## config.mk

```make
export PLATFORM = sky130hd
export DESIGN_NAME = i2c_register_access_master_core
export DESIGN_NICKNAME = d
export VERILOG_FILES = /design/src/rtl/i2cram_pkg.sv /design/src/rtl/i2cram_front.sv /design/src/rtl/i2cram_engine.sv /design/src/rtl/i2c_register_access_master_core.sv
export SDC_FILE = /design/constraint.sdc
export NUM_CORES = 1
export LEC_CHECK = 0
export ABC_AREA = 1
export BUFFER_PORTS_ARGS = -buffer_cell sky130_fd_sc_hd__buf_2
export CORE_MARGIN = 2
export CORE_UTILIZATION = 62
export CTS_CLUSTER_DIAMETER = 100
export DETAILED_ROUTE_END_ITERATION = 8
export MAX_ROUTING_LAYER = met4
export PLACE_DENSITY = 0.79
export SYNTH_ARGS = -nofsm -noshare
export SYNTH_HDL_FRONTEND = slang
export SYNTH_HIERARCHICAL = 1
export SYNTH_SLANG_ARGS = --single-unit
```

## constraint.sdc

```tcl
create_clock -name i_clk -period 6.98 [get_ports i_clk]
set_clock_uncertainty 0.15 [all_clocks]
set_input_delay 0.698 -clock i_clk [delete_from_list [all_inputs] [get_ports i_clk]]
set_output_delay 0.698 -clock i_clk [all_outputs]
set_load 0.05 [all_outputs]
```

## src/rtl/i2cram_pkg.sv

```systemverilog
package i2cram_pkg;

    localparam int unsigned BYTE_W      = 8;
    localparam int unsigned CFG_IDX_W   = 3;
    localparam int unsigned PHASE_W     = 4;
    localparam int unsigned QUEUE_DEPTH = 4;

    localparam logic [PHASE_W-1:0] PH_IDLE     = 4'd0;
    localparam logic [PHASE_W-1:0] PH_START1   = 4'd1;
    localparam logic [PHASE_W-1:0] PH_START2   = 4'd2;
    localparam logic [PHASE_W-1:0] PH_BIT_HIGH = 4'd3;
    localparam logic [PHASE_W-1:0] PH_BIT_LOW  = 4'd4;
    localparam logic [PHASE_W-1:0] PH_ACK_WAIT = 4'd5;
    localparam logic [PHASE_W-1:0] PH_ACK_POLL = 4'd6;
    localparam logic [PHASE_W-1:0] PH_ACK_HIGH = 4'd7;
    localparam logic [PHASE_W-1:0] PH_ACK_LOW  = 4'd8;
    localparam logic [PHASE_W-1:0] PH_RD_HIGH  = 4'd9;
    localparam logic [PHASE_W-1:0] PH_RD_LOW   = 4'd10;
    localparam logic [PHASE_W-1:0] PH_STOP1    = 4'd11;
    localparam logic [PHASE_W-1:0] PH_STOP2    = 4'd12;

    localparam logic [1:0] CMD_TICK  = 2'd0;
    localparam logic [1:0] CMD_WRITE = 2'd1;
    localparam logic [1:0] CMD_READ  = 2'd2;

    localparam logic [CFG_IDX_W-1:0] CFG_SCL_LOW     = 3'd0;
    localparam logic [CFG_IDX_W-1:0] CFG_SCL_HIGH    = 3'd1;
    localparam logic [CFG_IDX_W-1:0] CFG_STOP_SETUP  = 3'd2;
    localparam logic [CFG_IDX_W-1:0] CFG_BUS_FREE    = 3'd3;
    localparam logic [CFG_IDX_W-1:0] CFG_RETRY_LIMIT = 3'd4;
    localparam logic [CFG_IDX_W-1:0] CFG_RETRY_DELAY = 3'd5;

    localparam logic [BYTE_W-1:0] RST_SCL_LOW     = 8'd2;
    localparam logic [BYTE_W-1:0] RST_SCL_HIGH    = 8'd1;
    localparam logic [BYTE_W-1:0] RST_STOP_SETUP  = 8'd1;
    localparam logic [BYTE_W-1:0] RST_BUS_FREE    = 8'd2;
    localparam logic [BYTE_W-1:0] RST_RETRY_LIMIT = 8'd10;
    localparam logic [BYTE_W-1:0] RST_RETRY_DELAY = 8'd1;

    localparam logic [3:0] BITS_PER_BYTE = 4'd8;
    localparam logic [1:0] READ_DATA_IDX = 2'd2;
    localparam logic [1:0] LAST_BYTE_IDX = 2'd3;

    typedef struct packed {
        logic              start;
        logic              rd;
        logic [BYTE_W-1:0] dev_addr;
        logic [BYTE_W-1:0] reg_addr;
        logic [BYTE_W-1:0] write_data;
        logic              sda_in;
    } t_item;

    function automatic logic [BYTE_W-1:0] at_least_one(input logic [BYTE_W-1:0] v);
        at_least_one = (v == '0) ? 8'd1 : v;
    endfunction

endpackage

```

## src/rtl/i2cram_front.sv

```systemverilog
module i2cram_front #(
    parameter int unsigned QueueDepth = 4
) (
    input  logic                       i_clk,
    input  logic                       i_rst_n,
    input  logic                       i_valid,
    output logic                       o_stall,
    input  logic [1:0]                 i_command,
    input  logic [7:0]                 i_dev_addr,
    input  logic [7:0]                 i_reg_addr,
    input  logic [7:0]                 i_write_data,
    input  logic                       i_sda_in,
    output logic                       o_q_valid,
    output i2cram_pkg::t_item          o_q_item,
    input  logic                       i_q_pop
);
    import i2cram_pkg::*;

    localparam int unsigned PtrW = $clog2(QueueDepth);
    localparam int unsigned CntW = $clog2(QueueDepth + 1);

    t_item            r_mem [QueueDepth];
    logic [PtrW-1:0]  r_wr_ptr, n_wr_ptr;
    logic [PtrW-1:0]  r_rd_ptr, n_rd_ptr;
    logic [CntW-1:0]  r_count, n_count;
    t_item            w_item;
    logic             w_push;

    // classify the command: unknown codes are plain ticks
    always_comb begin
        w_item.start      = (i_command == CMD_WRITE) || (i_command == CMD_READ);
        w_item.rd         = (i_command == CMD_READ);
        w_item.dev_addr   = i_dev_addr;
        w_item.reg_addr   = i_reg_addr;
        w_item.write_data = i_write_data;
        w_item.sda_in     = i_sda_in;
    end

    assign o_stall   = (r_count == CntW'(QueueDepth));
    assign w_push    = i_valid && !o_stall;
    assign o_q_valid = (r_count != '0);
    assign o_q_item  = r_mem[r_rd_ptr];

    always_comb begin
        n_wr_ptr = r_wr_ptr;
        n_rd_ptr = r_rd_ptr;
        n_count  = r_count;
        if (w_push) begin
            n_wr_ptr = (r_wr_ptr == PtrW'(QueueDepth - 1)) ? '0 : r_wr_ptr + 1'b1;
        end
        if (i_q_pop) begin
            n_rd_ptr = (r_rd_ptr == PtrW'(QueueDepth - 1)) ? '0 : r_rd_ptr + 1'b1;
        end
        if (w_push && !i_q_pop) begin
            n_count = r_count + 1'b1;
        end else if (!w_push && i_q_pop) begin
            n_count = r_count - 1'b1;
        end
    end

    always_ff @(posedge i_clk) begin
        if (!i_rst_n) begin
            r_wr_ptr <= '0;
            r_rd_ptr <= '0;
            r_count  <= '0;
        end else begin
            r_wr_ptr <= n_wr_ptr;
            r_rd_ptr <= n_rd_ptr;
            r_count  <= n_count;
        end
    end

    always_ff @(posedge i_clk) begin
        if (w_push) begin
            r_mem[r_wr_ptr] <= w_item;
        end
    end

endmodule

```

## src/rtl/i2cram_engine.sv

```systemverilog
module i2cram_engine (
    input  logic                                 i_clk,
    input  logic                                 i_rst_n,
    input  logic                                 i_cfg_we,
    input  logic [i2cram_pkg::CFG_IDX_W-1:0]     i_cfg_index,
    input  logic [7:0]                           i_cfg_wdata,
    input  logic                                 i_q_valid,
    input  i2cram_pkg::t_item                    i_q_item,
    output logic                                 o_q_pop,
    output logic                                 o_valid,
    input  logic                                 i_stall,
    output logic                                 o_scl_level,
    output logic                                 o_sda_drive,
    output logic                                 o_sda_level,
    output logic                                 o_busy_res,
    output logic                                 o_done_res,
    output logic                                 o_success,
    output logic [7:0]                           o_read_data
);
    import i2cram_pkg::*;

    logic [BYTE_W-1:0]  r_scl_low, r_scl_high, r_stop_setup;
    logic [BYTE_W-1:0]  r_bus_free, r_retry_limit, r_retry_delay;

    logic [PHASE_W-1:0] r_phase, n_phase;
    logic [1:0]         r_byte_index, n_byte_index;
    logic [3:0]         r_bit_count, n_bit_count;
    logic [BYTE_W-1:0]  r_tick_count, n_tick_count;
    logic [BYTE_W-1:0]  r_retry_count, n_retry_count;
    logic [BYTE_W-1:0]  r_shift, n_shift;
    logic               r_is_read, n_is_read;
    logic [BYTE_W-1:0]  r_held [3];
    logic               r_scl, n_scl;
    logic               r_sda_drive, n_sda_drive;
    logic               r_sda_level, n_sda_level;
    logic [BYTE_W-1:0]  r_read, n_read;
    logic               r_done, n_done;
    logic               r_success, n_success;
    logic               r_out_valid;
    logic [BYTE_W-1:0]  w_held_sel;
    logic [BYTE_W-1:0]  w_scl_low_eff;

    assign o_q_pop = i_q_valid && (!r_out_valid || !i_stall);

    assign w_scl_low_eff = at_least_one(r_scl_low);

    always_comb begin
        case (n_byte_index)
            2'd0:    w_held_sel = r_held[0];
            2'd1:    w_held_sel = r_held[1];
            2'd2:    w_held_sel = r_held[2];
            default: w_held_sel = '0;
        endcase
    end

    // one tick of the bus sequencer
    always_comb begin
        n_phase       = r_phase;
        n_byte_index  = r_byte_index;
        n_bit_count   = r_bit_count;
        n_tick_count  = r_tick_count;
        n_retry_count = r_retry_count;
        n_shift       = r_shift;
        n_is_read     = r_is_read;
        n_scl         = r_scl;
        n_sda_drive   = r_sda_drive;
        n_sda_level   = r_sda_level;
        n_read        = r_read;
        n_done        = 1'b0;
        n_success     = 1'b0;

        if (r_phase == PH_IDLE) begin
            if (i_q_item.start) begin
                n_is_read     = i_q_item.rd;
                n_byte_index  = '0;
                n_bit_count   = '0;
                n_retry_count = '0;
                n_shift       = '0;
                n_sda_drive   = 1'b1;
                n_sda_level   = 1'b0;
                n_phase       = PH_START1;
                n_scl         = 1'b1;
                n_tick_count  = at_least_one(r_scl_low);
            end
        end else if (r_tick_count > 8'd1) begin
            n_tick_count = r_tick_count - 1'b1;
        end else begin
            case (r_phase)
                PH_START1: begin
                    n_phase      = PH_START2;
                    n_scl        = 1'b0;
                    n_tick_count = at_least_one({1'b0, w_scl_low_eff[BYTE_W-1:1]});
                end
                PH_START2: begin
                    n_bit_count  = '0;
                    n_shift      = w_held_sel;
                    n_sda_drive  = 1'b1;
                    n_sda_level  = w_held_sel[BYTE_W-1];
                    n_phase      = PH_BIT_HIGH;
                    n_scl        = 1'b1;
                    n_tick_count = at_least_one(r_scl_high);
                end
                PH_BIT_HIGH: begin
                    n_phase      = PH_BIT_LOW;
                    n_scl        = 1'b0;
                    n_tick_count = at_least_one(r_scl_low);
                end
                PH_BIT_LOW: begin
                    n_bit_count = r_bit_count + 1'b1;
                    n_shift     = {r_shift[BYTE_W-2:0], 1'b0};
                    if (n_bit_count < BITS_PER_BYTE) begin
                        n_sda_drive  = 1'b1;
                        n_sda_level  = r_shift[BYTE_W-2];
                        n_phase      = PH_BIT_HIGH;
                        n_scl        = 1'b1;
                        n_tick_count = at_least_one(r_scl_high);
                    end else begin
                        n_sda_drive   = 1'b0;
                        n_retry_count = '0;
                        n_phase       = PH_ACK_WAIT;
                        n_scl         = 1'b0;
                        n_tick_count  = at_least_one(r_scl_high);
                    end
                end
                PH_ACK_WAIT, PH_ACK_POLL: begin
                    if (!i_q_item.sda_in) begin
                        n_phase      = PH_ACK_HIGH;
                        n_scl        = 1'b1;
                        n_tick_count = at_least_one(r_scl_high);
                    end else if (r_retry_count == r_retry_limit) begin
                        // ack timeout: end without stop
                        n_sda_drive  = 1'b1;
                        n_phase      = PH_IDLE;
                        n_tick_count = '0;
                        n_done       = 1'b1;
                    end else begin
                        n_retry_count = r_retry_count + 1'b1;
                        n_phase       = PH_ACK_POLL;
                        n_tick_count  = at_least_one(r_retry_delay);
                    end
                end
                PH_ACK_HIGH: begin
                    n_phase      = PH_ACK_LOW;
                    n_scl        = 1'b0;
                    n_tick_count = at_least_one(r_scl_low);
                end
                PH_ACK_LOW: begin
                    n_sda_drive  = 1'b1;
                    n_sda_level  = 1'b0;
                    n_byte_index = r_byte_index + 1'b1;
                    if (r_is_read && (n_byte_index == READ_DATA_IDX)) begin
                        n_sda_drive  = 1'b0;
                        n_bit_count  = '0;
                        n_shift      = '0;
                        n_phase      = PH_RD_HIGH;
                        n_scl        = 1'b1;
                        n_tick_count = at_least_one(r_scl_high);
                    end else if (n_byte_index == LAST_BYTE_IDX) begin
                        n_phase      = PH_STOP1;
                        n_scl        = 1'b1;
                        n_tick_count = at_least_one(r_stop_setup);
                    end else begin
                        n_bit_count  = '0;
                        n_shift      = w_held_sel;
                        n_sda_level  = w_held_sel[BYTE_W-1];
                        n_phase      = PH_BIT_HIGH;
                        n_scl        = 1'b1;
                        n_tick_count = at_least_one(r_scl_high);
                    end
                end
                PH_RD_HIGH: begin
                    n_shift      = {r_shift[BYTE_W-2:0], i_q_item.sda_in};
                    n_bit_count  = r_bit_count + 1'b1;
                    n_phase      = PH_RD_LOW;
                    n_scl        = 1'b0;
                    n_tick_count = at_least_one(r_scl_low);
                end
                PH_RD_LOW: begin
                    if (r_bit_count < BITS_PER_BYTE) begin
                        n_phase      = PH_RD_HIGH;
                        n_scl        = 1'b1;
                        n_tick_count = at_least_one(r_scl_high);
                    end else begin
                        n_sda_drive  = 1'b1;
                        n_sda_level  = 1'b0;
                        n_phase      = PH_STOP1;
                        n_scl        = 1'b1;
                        n_tick_count = at_least_one(r_stop_setup);
                    end
                end
                PH_STOP1: begin
                    n_sda_level  = 1'b1;
                    n_phase      = PH_STOP2;
                    n_scl        = 1'b1;
                    n_tick_count = at_least_one(r_bus_free);
                end
                PH_STOP2: begin
                    if (r_is_read) begin
                        n_read = r_shift;
                    end
                    n_phase      = PH_IDLE;
                    n_tick_count = '0;
                    n_done       = 1'b1;
                    n_success    = 1'b1;
                end
                default: begin
                    n_phase      = PH_IDLE;
                    n_tick_count = '0;
                end
            endcase
        end
    end

    always_ff @(posedge i_clk) begin
        if (!i_rst_n) begin
            r_scl_low     <= RST_SCL_LOW;
            r_scl_high    <= RST_SCL_HIGH;
            r_stop_setup  <= RST_STOP_SETUP;
            r_bus_free    <= RST_BUS_FREE;
            r_retry_limit <= RST_RETRY_LIMIT;
            r_retry_delay <= RST_RETRY_DELAY;
        end else if (i_cfg_we) begin
            case (i_cfg_index)
                CFG_SCL_LOW:     r_scl_low     <= i_cfg_wdata;
                CFG_SCL_HIGH:    r_scl_high    <= i_cfg_wdata;
                CFG_STOP_SETUP:  r_stop_setup  <= i_cfg_wdata;
                CFG_BUS_FREE:    r_bus_free    <= i_cfg_wdata;
                CFG_RETRY_LIMIT: r_retry_limit <= i_cfg_wdata;
                CFG_RETRY_DELAY: r_retry_delay <= i_cfg_wdata;
                default: begin
                end
            endcase
        end
    end

    always_ff @(posedge i_clk) begin
        if (!i_rst_n) begin
            r_phase       <= PH_IDLE;
            r_byte_index  <= '0;
            r_bit_count   <= '0;
            r_tick_count  <= '0;
            r_retry_count <= '0;
            r_shift       <= '0;
            r_is_read     <= 1'b0;
            r_scl         <= 1'b1;
            r_sda_drive   <= 1'b1;
            r_sda_level   <= 1'b1;
            r_read        <= '0;
            r_done        <= 1'b0;
            r_success     <= 1'b0;
            r_out_valid   <= 1'b0;
        end else begin
            if (o_q_pop) begin
                r_phase       <= n_phase;
                r_byte_index  <= n_byte_index;
                r_bit_count   <= n_bit_count;
                r_tick_count  <= n_tick_count;
                r_retry_count <= n_retry_count;
                r_shift       <= n_shift;
                r_is_read     <= n_is_read;
                r_scl         <= n_scl;
                r_sda_drive   <= n_sda_drive;
                r_sda_level   <= n_sda_level;
                r_read        <= n_read;
                r_done        <= n_done;
                r_success     <= n_success;
                r_out_valid   <= 1'b1;
            end else if (!i_stall) begin
                r_out_valid <= 1'b0;
            end
        end
    end

    always_ff @(posedge i_clk) begin
        if (o_q_pop && (r_phase == PH_IDLE) && i_q_item.start) begin
            r_held[0] <= i_q_item.dev_addr;
            r_held[1] <= i_q_item.reg_addr;
            r_held[2] <= i_q_item.write_data;
        end
    end

    assign o_valid     = r_out_valid;
    assign o_scl_level = r_scl;
    assign o_sda_drive = r_sda_drive;
    assign o_sda_level = r_sda_level;
    assign o_busy_res  = (r_phase != PH_IDLE);
    assign o_done_res  = r_done;
    assign o_success   = r_success;
    assign o_read_data = r_read;

endmodule

```

## src/rtl/i2c_register_access_master_core.sv

```systemverilog
// tick-driven i2c master for single register writes and reads
// input channel: one item per bus tick, carrying the sampled sda level and,
// while idle, a command (write or read) with device, register and data bytes;
// a command while busy, or an unknown code, counts as a plain tick
// output channel: one item per input item with the pin levels after that
// tick, busy, a one-tick done pulse, success and the last byte read
// config port: plain write of six 8-bit timing and retry registers; these are
// to be written only while no items are outstanding, not enforced by the block
// throughput: one item per cycle while the output is not stalled; the
// sequencer evaluates a whole tick combinationally and a small input queue
// absorbs output stalls; a taken item passes through the input queue and then
// the output register, and waits longer while other items wait in the queue
// reset: queue empty, bus idle with scl high and sda driven high, timing
// registers at their defaults, read byte zero
// a stalled result holds its values; input stall rises once the queue fills
module i2c_register_access_master_core #(
    parameter int unsigned QueueDepth = i2cram_pkg::QUEUE_DEPTH
) (
    input  logic                              i_clk,
    input  logic                              i_rst_n,
    input  logic                              i_cfg_we,
    input  logic [i2cram_pkg::CFG_IDX_W-1:0]  i_cfg_index,
    input  logic [7:0]                        i_cfg_wdata,
    input  logic                              i_valid,
    output logic                              o_stall,
    input  logic [1:0]                        i_command,
    input  logic [7:0]                        i_dev_addr,
    input  logic [7:0]                        i_reg_addr,
    input  logic [7:0]                        i_write_data,
    input  logic                              i_sda_in,
    output logic                              o_valid,
    input  logic                              i_stall,
    output logic                              o_scl_level,
    output logic                              o_sda_drive,
    output logic                              o_sda_level,
    output logic                              o_busy_res,
    output logic                              o_done_res,
    output logic                              o_success,
    output logic [7:0]                        o_read_data
);
    import i2cram_pkg::*;

    logic   w_q_valid;
    t_item  w_q_item;
    logic   w_q_pop;

    i2cram_front #(
        .QueueDepth (QueueDepth)
    ) u_front (
        .i_clk        (i_clk),
        .i_rst_n      (i_rst_n),
        .i_valid      (i_valid),
        .o_stall      (o_stall),
        .i_command    (i_command),
        .i_dev_addr   (i_dev_addr),
        .i_reg_addr   (i_reg_addr),
        .i_write_data (i_write_data),
        .i_sda_in     (i_sda_in),
        .o_q_valid    (w_q_valid),
        .o_q_item     (w_q_item),
        .i_q_pop      (w_q_pop)
    );

    i2cram_engine u_engine (
        .i_clk       (i_clk),
        .i_rst_n     (i_rst_n),
        .i_cfg_we    (i_cfg_we),
        .i_cfg_index (i_cfg_index),
        .i_cfg_wdata (i_cfg_wdata),
        .i_q_valid   (w_q_valid),
        .i_q_item    (w_q_item),
        .o_q_pop     (w_q_pop),
        .o_valid     (o_valid),
        .i_stall     (i_stall),
        .o_scl_level (o_scl_level),
        .o_sda_drive (o_sda_drive),
        .o_sda_level (o_sda_level),
        .o_busy_res  (o_busy_res),
        .o_done_res  (o_done_res),
        .o_success   (o_success),
        .o_read_data (o_read_data)
    );

    a_done_not_busy : assert property (@(posedge i_clk) disable iff (!i_rst_n)
        o_done_res |-> !o_busy_res)
        else $error("done raised while still busy");

    a_success_with_done : assert property (@(posedge i_clk) disable iff (!i_rst_n)
        o_success |-> o_done_res)
        else $error("success without done");

    a_pop_needs_item : assert property (@(posedge i_clk) disable iff (!i_rst_n)
        w_q_pop |-> w_q_valid)
        else $error("queue popped while empty");

    a_pop_gives_result : assert property (@(posedge i_clk) disable iff (!i_rst_n)
        w_q_pop |=> o_valid)
        else $error("popped item produced no result");

endmodule
```

## Yosys cells after proc, flatten, opt, wreduce, memory -nomap -nowiden

Memories as Yosys holds them, arrays and structs flattened. A register that Yosys moved wholly into a read port is not among the register bits.
Cells that the tools add are included.

| word-level totals | value |
|---|---|
| register bits after elaboration | 104 |
| bits in latches | 0 |
| RAM bits | 132 |
| bits in read-only memories | 0 |
| input bits | 43 |
| output and inout bits | 16 |
| memories kept | 2 |

| cells by class | value |
|---|---|
| add/subtract/negate cells | 8 |
| multiply operators | 0 |
| divide/modulo/power cells | 0 |
| $lt $le $gt $ge | 3 |
| equality and inequality tests | 38 |
| shift operators | 0 |
| mux-type cells | 89 |
| bitwise logic cells | 2 |
| reductions and logical operators | 54 |

Memories:

| name | words | width | read ports | clocked after memory_dff | write ports | RTL line | text |
|---|---|---|---|---|---|---|---|
| u_front.r_mem | 4 | 27 | 1 | 1 | 1 | i2cram_front.sv:22 | `t_item r_mem [QueueDepth];` |
| u_engine.r_held | 3 | 8 | 3 | 0 | 3 | i2cram_engine.sv:32 | `logic [BYTE_W-1:0] r_held [3];` |

Operators with widths:

| kind | number |
|---|---|
| 8-bit two-way mux | 23 |
| 8-bit one-hot mux with 7 select lines | 1 |
| 4-bit two-way mux | 11 |
| 8-bit logical NOT | 5 |
| 4-bit one-hot mux with 10 select lines | 1 |
| 8-bit one-hot mux with 4 select lines | 1 |
| 1-bit two-way mux | 31 |
| 8-bit one-hot mux with 3 select lines | 1 |
| 4-bit == test, second input constant | 5 |
| 5-bit AND reduction | 4 |
| 2-bit two-way mux | 9 |
| 4-bit by 3-bit == test with 1-bit output, second input constant | 4 |
| 8-bit one-hot mux with 2 select lines | 1 |
| 2-bit AND reduction | 7 |
| 7-bit AND reduction | 2 |
| 2-bit == test, second input constant | 6 |
| 3-bit two-way mux | 4 |
| 4-bit one-hot mux with 3 select lines | 1 |
| 6-bit nonzero test | 2 |
| 1-bit one-hot mux with 5 select lines | 2 |
| 5-bit nonzero test | 2 |
| 3-bit == test, second input constant | 3 |
| 3-bit by 1-bit inequality test with 1-bit output, second input constant | 3 |
| 3-bit by 2-bit inequality test with 1-bit output, second input constant | 3 |
| other kinds (36) | 62 |

## Longest topological paths before layout

| depth | value |
|---|---|
| word-level depth | 11 |
| mapped depth | 18 |

## Modules after synthesis

The synthesis kept the hierarchy.

Modules (own cells, without submodules):

| module | instances | cells each | area an instance (µm²) | seq. area each (µm²) |
|---|---|---|---|---|
| i2cram_engine | 1 | 820 | 6092.1 | 2662.6 |
| i2cram_front | 1 | 330 | 4558.1 | 3423.3 |

## Worst setup path after synthesis

OpenSTA, ideal clock, no wires.

| path | value |
|---|---|
| path kind | input to register |
| start | input i_stall |
| end | memory u_engine.r_held[0][0] (enable) |
| data arrival time | 2131 ps |
| setup slack | 4293 ps |
| stages on the path | 3 |
| buffers on the path | 0 |
| path through | a21oi_4 -> inv_1 -> nor2_1 |

RTL lines:

| item | RTL line | text |
|---|---|---|
| start, declared | i2c_register_access_master_core.sv:32 | `input logic i_stall,` |
| end, declared | i2cram_engine.sv:32 |  |

==> report_table.html <==
<table>
<tr><th>Metric</th><th>Value</th></tr>
<tr><th colspan="2">CTS</th></tr>
<tr><td>Clock transition time at the flip-flop clock pins of the worst setup and hold paths</td><td>60 ps</td></tr>
<tr><td>CTS H-tree depth</td><td>1</td></tr>
<tr><td>Clk_lat worst skew</td><td>540 ps</td></tr>
<tr><td>Number of buffers inserted for hold repair after clock tree synthesis</td><td>0</td></tr>
<tr><td>Clock Sink Count</td><td>between 200 and 250</td></tr>
<tr><td>Worst-case clock buffer depth</td><td>3</td></tr>
<tr><td>Root buffer cell</td><td>clkbuf_16</td></tr>
<tr><td>Buffer count from post-CTS setup fixing</td><td>0</td></tr>
<tr><td>Number of clock buffers inserted by TritonCTS</td><td>24</td></tr>
<tr><td>TritonCTS clock tree</td><td>built</td></tr>
<tr><td>Post-cts sizing count</td><td>0</td></tr>
<tr><th colspan="2">Yosys</th></tr>
<tr><td>Most used standard cell by instance count after synthesis</td><td>nand2_1</td></tr>
<tr><td>Post-synthesis sequential element count</td><td>238</td></tr>
<tr><td>Flip-flop cell with the highest count after synthesis</td><td>edfxtp_1</td></tr>
<tr><td>Number of standard cells after synthesis</td><td>1,150</td></tr>
<tr><td>Most common library cells after synthesis</td><td>168 x nand2_1, 141 x nor2_1, 132 x edfxtp_1</td></tr>
<tr><td>Number of synthesized flops with an enable pin</td><td>between 100 and 150</td></tr>
<tr><td>Synth top area cells</td><td>edfxtp_1 37%, dfxtp_1 20%, nand2_1 5.9%</td></tr>
<tr><td>Share of synthesized flip-flops with an asynchronous set or reset</td><td>0</td></tr>
<tr><td>Synthesized net count</td><td>1,207</td></tr>
<tr><td>Total number of yosys warnings</td><td>6</td></tr>
<tr><td>Sequential area share after synthesis</td><td>0.5714</td></tr>
<tr><td>Netlist area before placement</td><td>10,650 um^2</td></tr>
<tr><td>Number of distinct standard cells referenced by the synthesized netlist</td><td>51</td></tr>
<tr><td>Most area-hungry cell type in the Yosys netlist</td><td>edfxtp_1</td></tr>
<tr><td>Fraction of synthesized cell area taken by the top area cell type</td><td>0.3722</td></tr>
<tr><td>Syn_area_per_cell</td><td>~9.3 um^2</td></tr>
<tr><th colspan="2">STA</th></tr>
<tr><td>Pins over their slew limit</td><td>0</td></tr>
<tr><td>Fmax achieved</td><td>291.6 MHz</td></tr>
<tr><td>Final Hold Violating Endpoints</td><td>0</td></tr>
<tr><td>Number of failing setup endpoints in the final timing report</td><td>0</td></tr>
<tr><td>Time the final worst path needs with I/O delays and setup</td><td>3430 ps</td></tr>
<tr><td>Total negative slack for setup checks</td><td>0 ps</td></tr>
<tr><td>Final cycle utilization of the critical path</td><td>0.4914</td></tr>
<tr><td>Slew @ Worst Pin</td><td>about 1200 ps</td></tr>
<tr><td>RSZ-0062 raised after global routing</td><td>false</td></tr>
<tr><td>Max transition margin</td><td>0.1950</td></tr>
<tr><th colspan="2">Global routing</th></tr>
<tr><td>Largest net degree at the start of global routing</td><td>71</td></tr>
<tr><td>Wire length of the first global-routing pass</td><td>between 30 and 40 mm</td></tr>
<tr><td>Overall routing resource usage</td><td>0.2760</td></tr>
<tr><td>Number of antenna violations at the first check in global routing</td><td>0</td></tr>
<tr><td>Number of global-route vias before repair</td><td>just under 8,000</td></tr>
<tr><td>Total overflow reported by the global router</td><td>0</td></tr>
<tr><th colspan="2">Power and ir drop</th></tr>
<tr><td>Total Power Consumption</td><td>4.831 mW</td></tr>
<tr><td>Share of power burned in registers</td><td>0.406</td></tr>
<tr><td>Total power density per cell area</td><td>a little over 400 nW/um^2</td></tr>
<tr><td>Relative contribution of the clock network to total power</td><td>0.269</td></tr>
<tr><td>Leakage</td><td>4.577 nW</td></tr>
<tr><td>Switching Power</td><td>1.833 mW</td></tr>
<tr><td>Worst IR drop on VDD</td><td>between 300 and 400 uV</td></tr>
<tr><td>Int Pwr</td><td>2.998 mW</td></tr>
<tr><td>Net switching fraction of the power</td><td>0.3793</td></tr>
<tr><td>Share of power burned in combinational logic</td><td>0.325</td></tr>
<tr><th colspan="2">Routing</th></tr>
<tr><td>Vias after detailed routing</td><td>8,335</td></tr>
<tr><td>Via density per instance</td><td>5.796</td></tr>
<tr><td>DRC viols</td><td>0</td></tr>
<tr><td>Wirelength, routed</td><td>24.19 mm</td></tr>
<tr><td>First-pass iteration count of the detailed router</td><td>5</td></tr>
<tr><td>Count of antenna-violating nets left after detailed routing</td><td>0</td></tr>
<tr><td>Number of design-rule violations left by the first detailed-router iteration</td><td>approximately 800</td></tr>
<tr><td>Average wire per cell in the routed design</td><td>16.82 um</td></tr>
<tr><th colspan="2">Die</th></tr>
<tr><td>Die Y</td><td>roughly 140 um</td></tr>
<tr><td>Floorplan core area</td><td>16,700 um^2</td></tr>
<tr><td>Floorplan row count</td><td>47</td></tr>
<tr><td>Starting utilization of the core area</td><td>0.6377</td></tr>
<tr><td>Horizontal die dimension</td><td>135.1 um</td></tr>
<tr><td>I/O pin cnt</td><td>59</td></tr>
<tr><td>Total Die Area</td><td>between 15,000 and 20,000 um^2</td></tr>
<tr><th colspan="2">Layout</th></tr>
<tr><td>Layout cells sized above 1</td><td>0.1232</td></tr>
<tr><td>Post-route design area</td><td>11,840 um^2</td></tr>
<tr><td>Final Net Count</td><td>1,257</td></tr>
<tr><td>Non-Filler Instances</td><td>1,438</td></tr>
<tr><td>Number of diodes added for antenna fixing</td><td>0</td></tr>
<tr><td>Post-layout util</td><td>0.7088</td></tr>
<tr><td>Layout area overhead</td><td>11.15%</td></tr>
<tr><th colspan="2">Critical path</th></tr>
<tr><td>Worst R2R Setup Slack</td><td>3550 ps</td></tr>
<tr><td>Cell count along the critical path</td><td>12</td></tr>
<tr><td>Worst-path fanout max</td><td>28</td></tr>
<tr><td>Critical path data required time</td><td>7260 ps</td></tr>
<tr><td>Worst endpoint data arrival time</td><td>between 3000 and 4000 ps</td></tr>
<tr><td>RR Endpoint</td><td>u_engine/r_shift[7]</td></tr>
<tr><td>Worst setup EP type</td><td>flop</td></tr>
<tr><td>Nature of the critical path startpoint</td><td>flop</td></tr>
<tr><td>Critical path, cell by cell</td><td>clkinv_4, o21ai_1, o22ai_1, inv_1, nand3_1, nand2_2, nand3_1, nand3_1, nand2_1, nand2_1, nand2_1, a21oi_1</td></tr>
<tr><td>Cell at the slowest stage of the critical path</td><td>dfxtp_1</td></tr>
<tr><td>Dominant delay contributor by cell family on the critical path</td><td>simple AND/OR/NAND/NOR gates</td></tr>
<tr><td>Worst stage delay on the critical path</td><td>990 ps</td></tr>
<tr><td>Worst-case reg-to-reg path depth</td><td>12</td></tr>
<tr><td>CP bufs+invs</td><td>2</td></tr>
<tr><td>Worst setup path category</td><td>reg2reg</td></tr>
<tr><td>Critical path capture point</td><td>u_engine/r_shift[7]</td></tr>
<tr><th colspan="2">Place</th></tr>
<tr><td>Detailed placer's ending HPWL</td><td>roughly 16 mm</td></tr>
<tr><td>Quantity of I/O buffers inserted on ports</td><td>58</td></tr>
<tr><td>Placed cell area</td><td>11,010 um^2</td></tr>
<tr><td>Number of cells after detailed placement</td><td>1,394</td></tr>
<tr><td>Gp weighted congestion</td><td>approximately 0.94</td></tr>
<tr><th colspan="2">Run status</th></tr>
<tr><td>Status</td><td>finished clean</td></tr>
<tr><th colspan="2">Worst hold path</th></tr>
<tr><td>Worst hold path type</td><td>in2reg</td></tr>
<tr><th colspan="2">Run</th></tr>
<tr><td># Max-Cap Violations</td><td>0</td></tr>
</table>
-- power by group through the flow --
stage	Clock (mW)	Sequential, mW	Combinational (mW)
2_1_floorplan	0	1.91	1.27
3_3_place_gp	0	1.98	1.49
3_5_place_dp	0	1.98	1.53
4_1_cts	1.32	1.96	1.55
5_1_grt	1.37	1.98	1.74
6_report	1.30	1.96	1.57
-- cell type report --
| type | count | area (um^2) |
|---|---|---|
| clock buffer | 33 | 694.4 |
| timing repair buffer | 63 | 327.8 |
| multi-input combinational | 747 | 3834 |
| fill | 1283 | 4863 |
| inverter | 126 | 488.0 |
| clock inverter | 11 | 131.4 |
| sequential | 238 | 6087 |
| tap | 220 | 275.3 |
-- flip-flops by register name, summed over array words and instances, names as in the netlist, 2 cells and up, named ones only --
name,cells
u_engine/o_read_data,8
u_engine/r_bit_count,4
u_engine/r_bus_free,8
u_engine/r_byte_index,2
u_engine/r_held,24
u_engine/r_phase,4
u_engine/r_retry_count,8
u_engine/r_retry_delay,8
u_engine/r_retry_limit,8
u_engine/r_scl_high,8
u_engine/r_scl_low,8
u_engine/r_shift,8
u_engine/r_stop_setup,8
u_engine/r_tick_count,8
u_front/r_count,3
u_front/r_mem,108
u_front/r_rd_ptr,2
u_front/r_wr_ptr,2
-- metrics by stage --
| stage | setup slack [ps] | hold WS (ps) |
|---|---|---|
| final | 3550 | 224.6 |
| after floorplan | 4293 | 273.5 |
| after detailed placement | 3621 | 286.5 |
| after CTS | 3576 | 212.7 |
| after global placement | 3742 | 283.5 |
| after global routing | 3200 | 216.9 |
-- how the worst min path moves through the flow --
stage | from | to | slack [ps] | cells past startpoint
floorplan | u_engine/r_bus_free[0] | u_engine/r_bus_free[0] | 270 | 2
global placement | u_engine/o_read_data[0] | u_engine/o_read_data[0] | 280 | 2
detailed placement | u_engine/o_read_data[0] | u_engine/o_read_data[0] | 290 | 2
CTS | i_reg_addr[1] | u_front/r_mem[0][10] | 210 | 1
global route | i_dev_addr[1] | u_front/r_mem[0][18] | 220 | 1
finish | i_reg_addr[2] | u_front/r_mem[0][11] | 220 | 1
-- per-layer routing --
metal  wire length (um)  GRT usage  vias up
li1                   -          -     4074
met1              10890     0.3835     3892
met2              11120     0.4292      323
met3               1628    0.04317       46
met4                554    0.07350        0
met5                  0          -        -
-- logic make-up after synthesis --
kind of cell             count (synthesis)  synth area share
AO/OA/AOI/OAI                          287            0.1485
XOR/XNOR                                 9          0.007401
adder cells (fa/ha/maj)                 14           0.01715
buffers and inverters                  165           0.06978
flip-flops                             238            0.5714
AND/OR/NAND/NOR                        437            0.1857
-- cells in the final DEF (no fill, tap or decap), types with 5 or more instances in the layout --
cell type	count
a211oi_1	5
a21oi_1	95
buf_2	58
buf_4	5
clkbuf_16	24
clkbuf_8	6
clkinv_2	6
dfxtp_1	105
edfxtp_1	132
ha_1	13
inv_1	115
inv_2	6
nand2_1	168
nand2_2	7
nand2_4	5
nand3_1	48
nand4_1	30
nor2_1	136
nor2_2	9
nor3_1	17
o211ai_1	8
o21ai_0	108
o21ai_1	23
o22ai_1	34
xnor2_1	5
(Power assumes the default switching activity.)
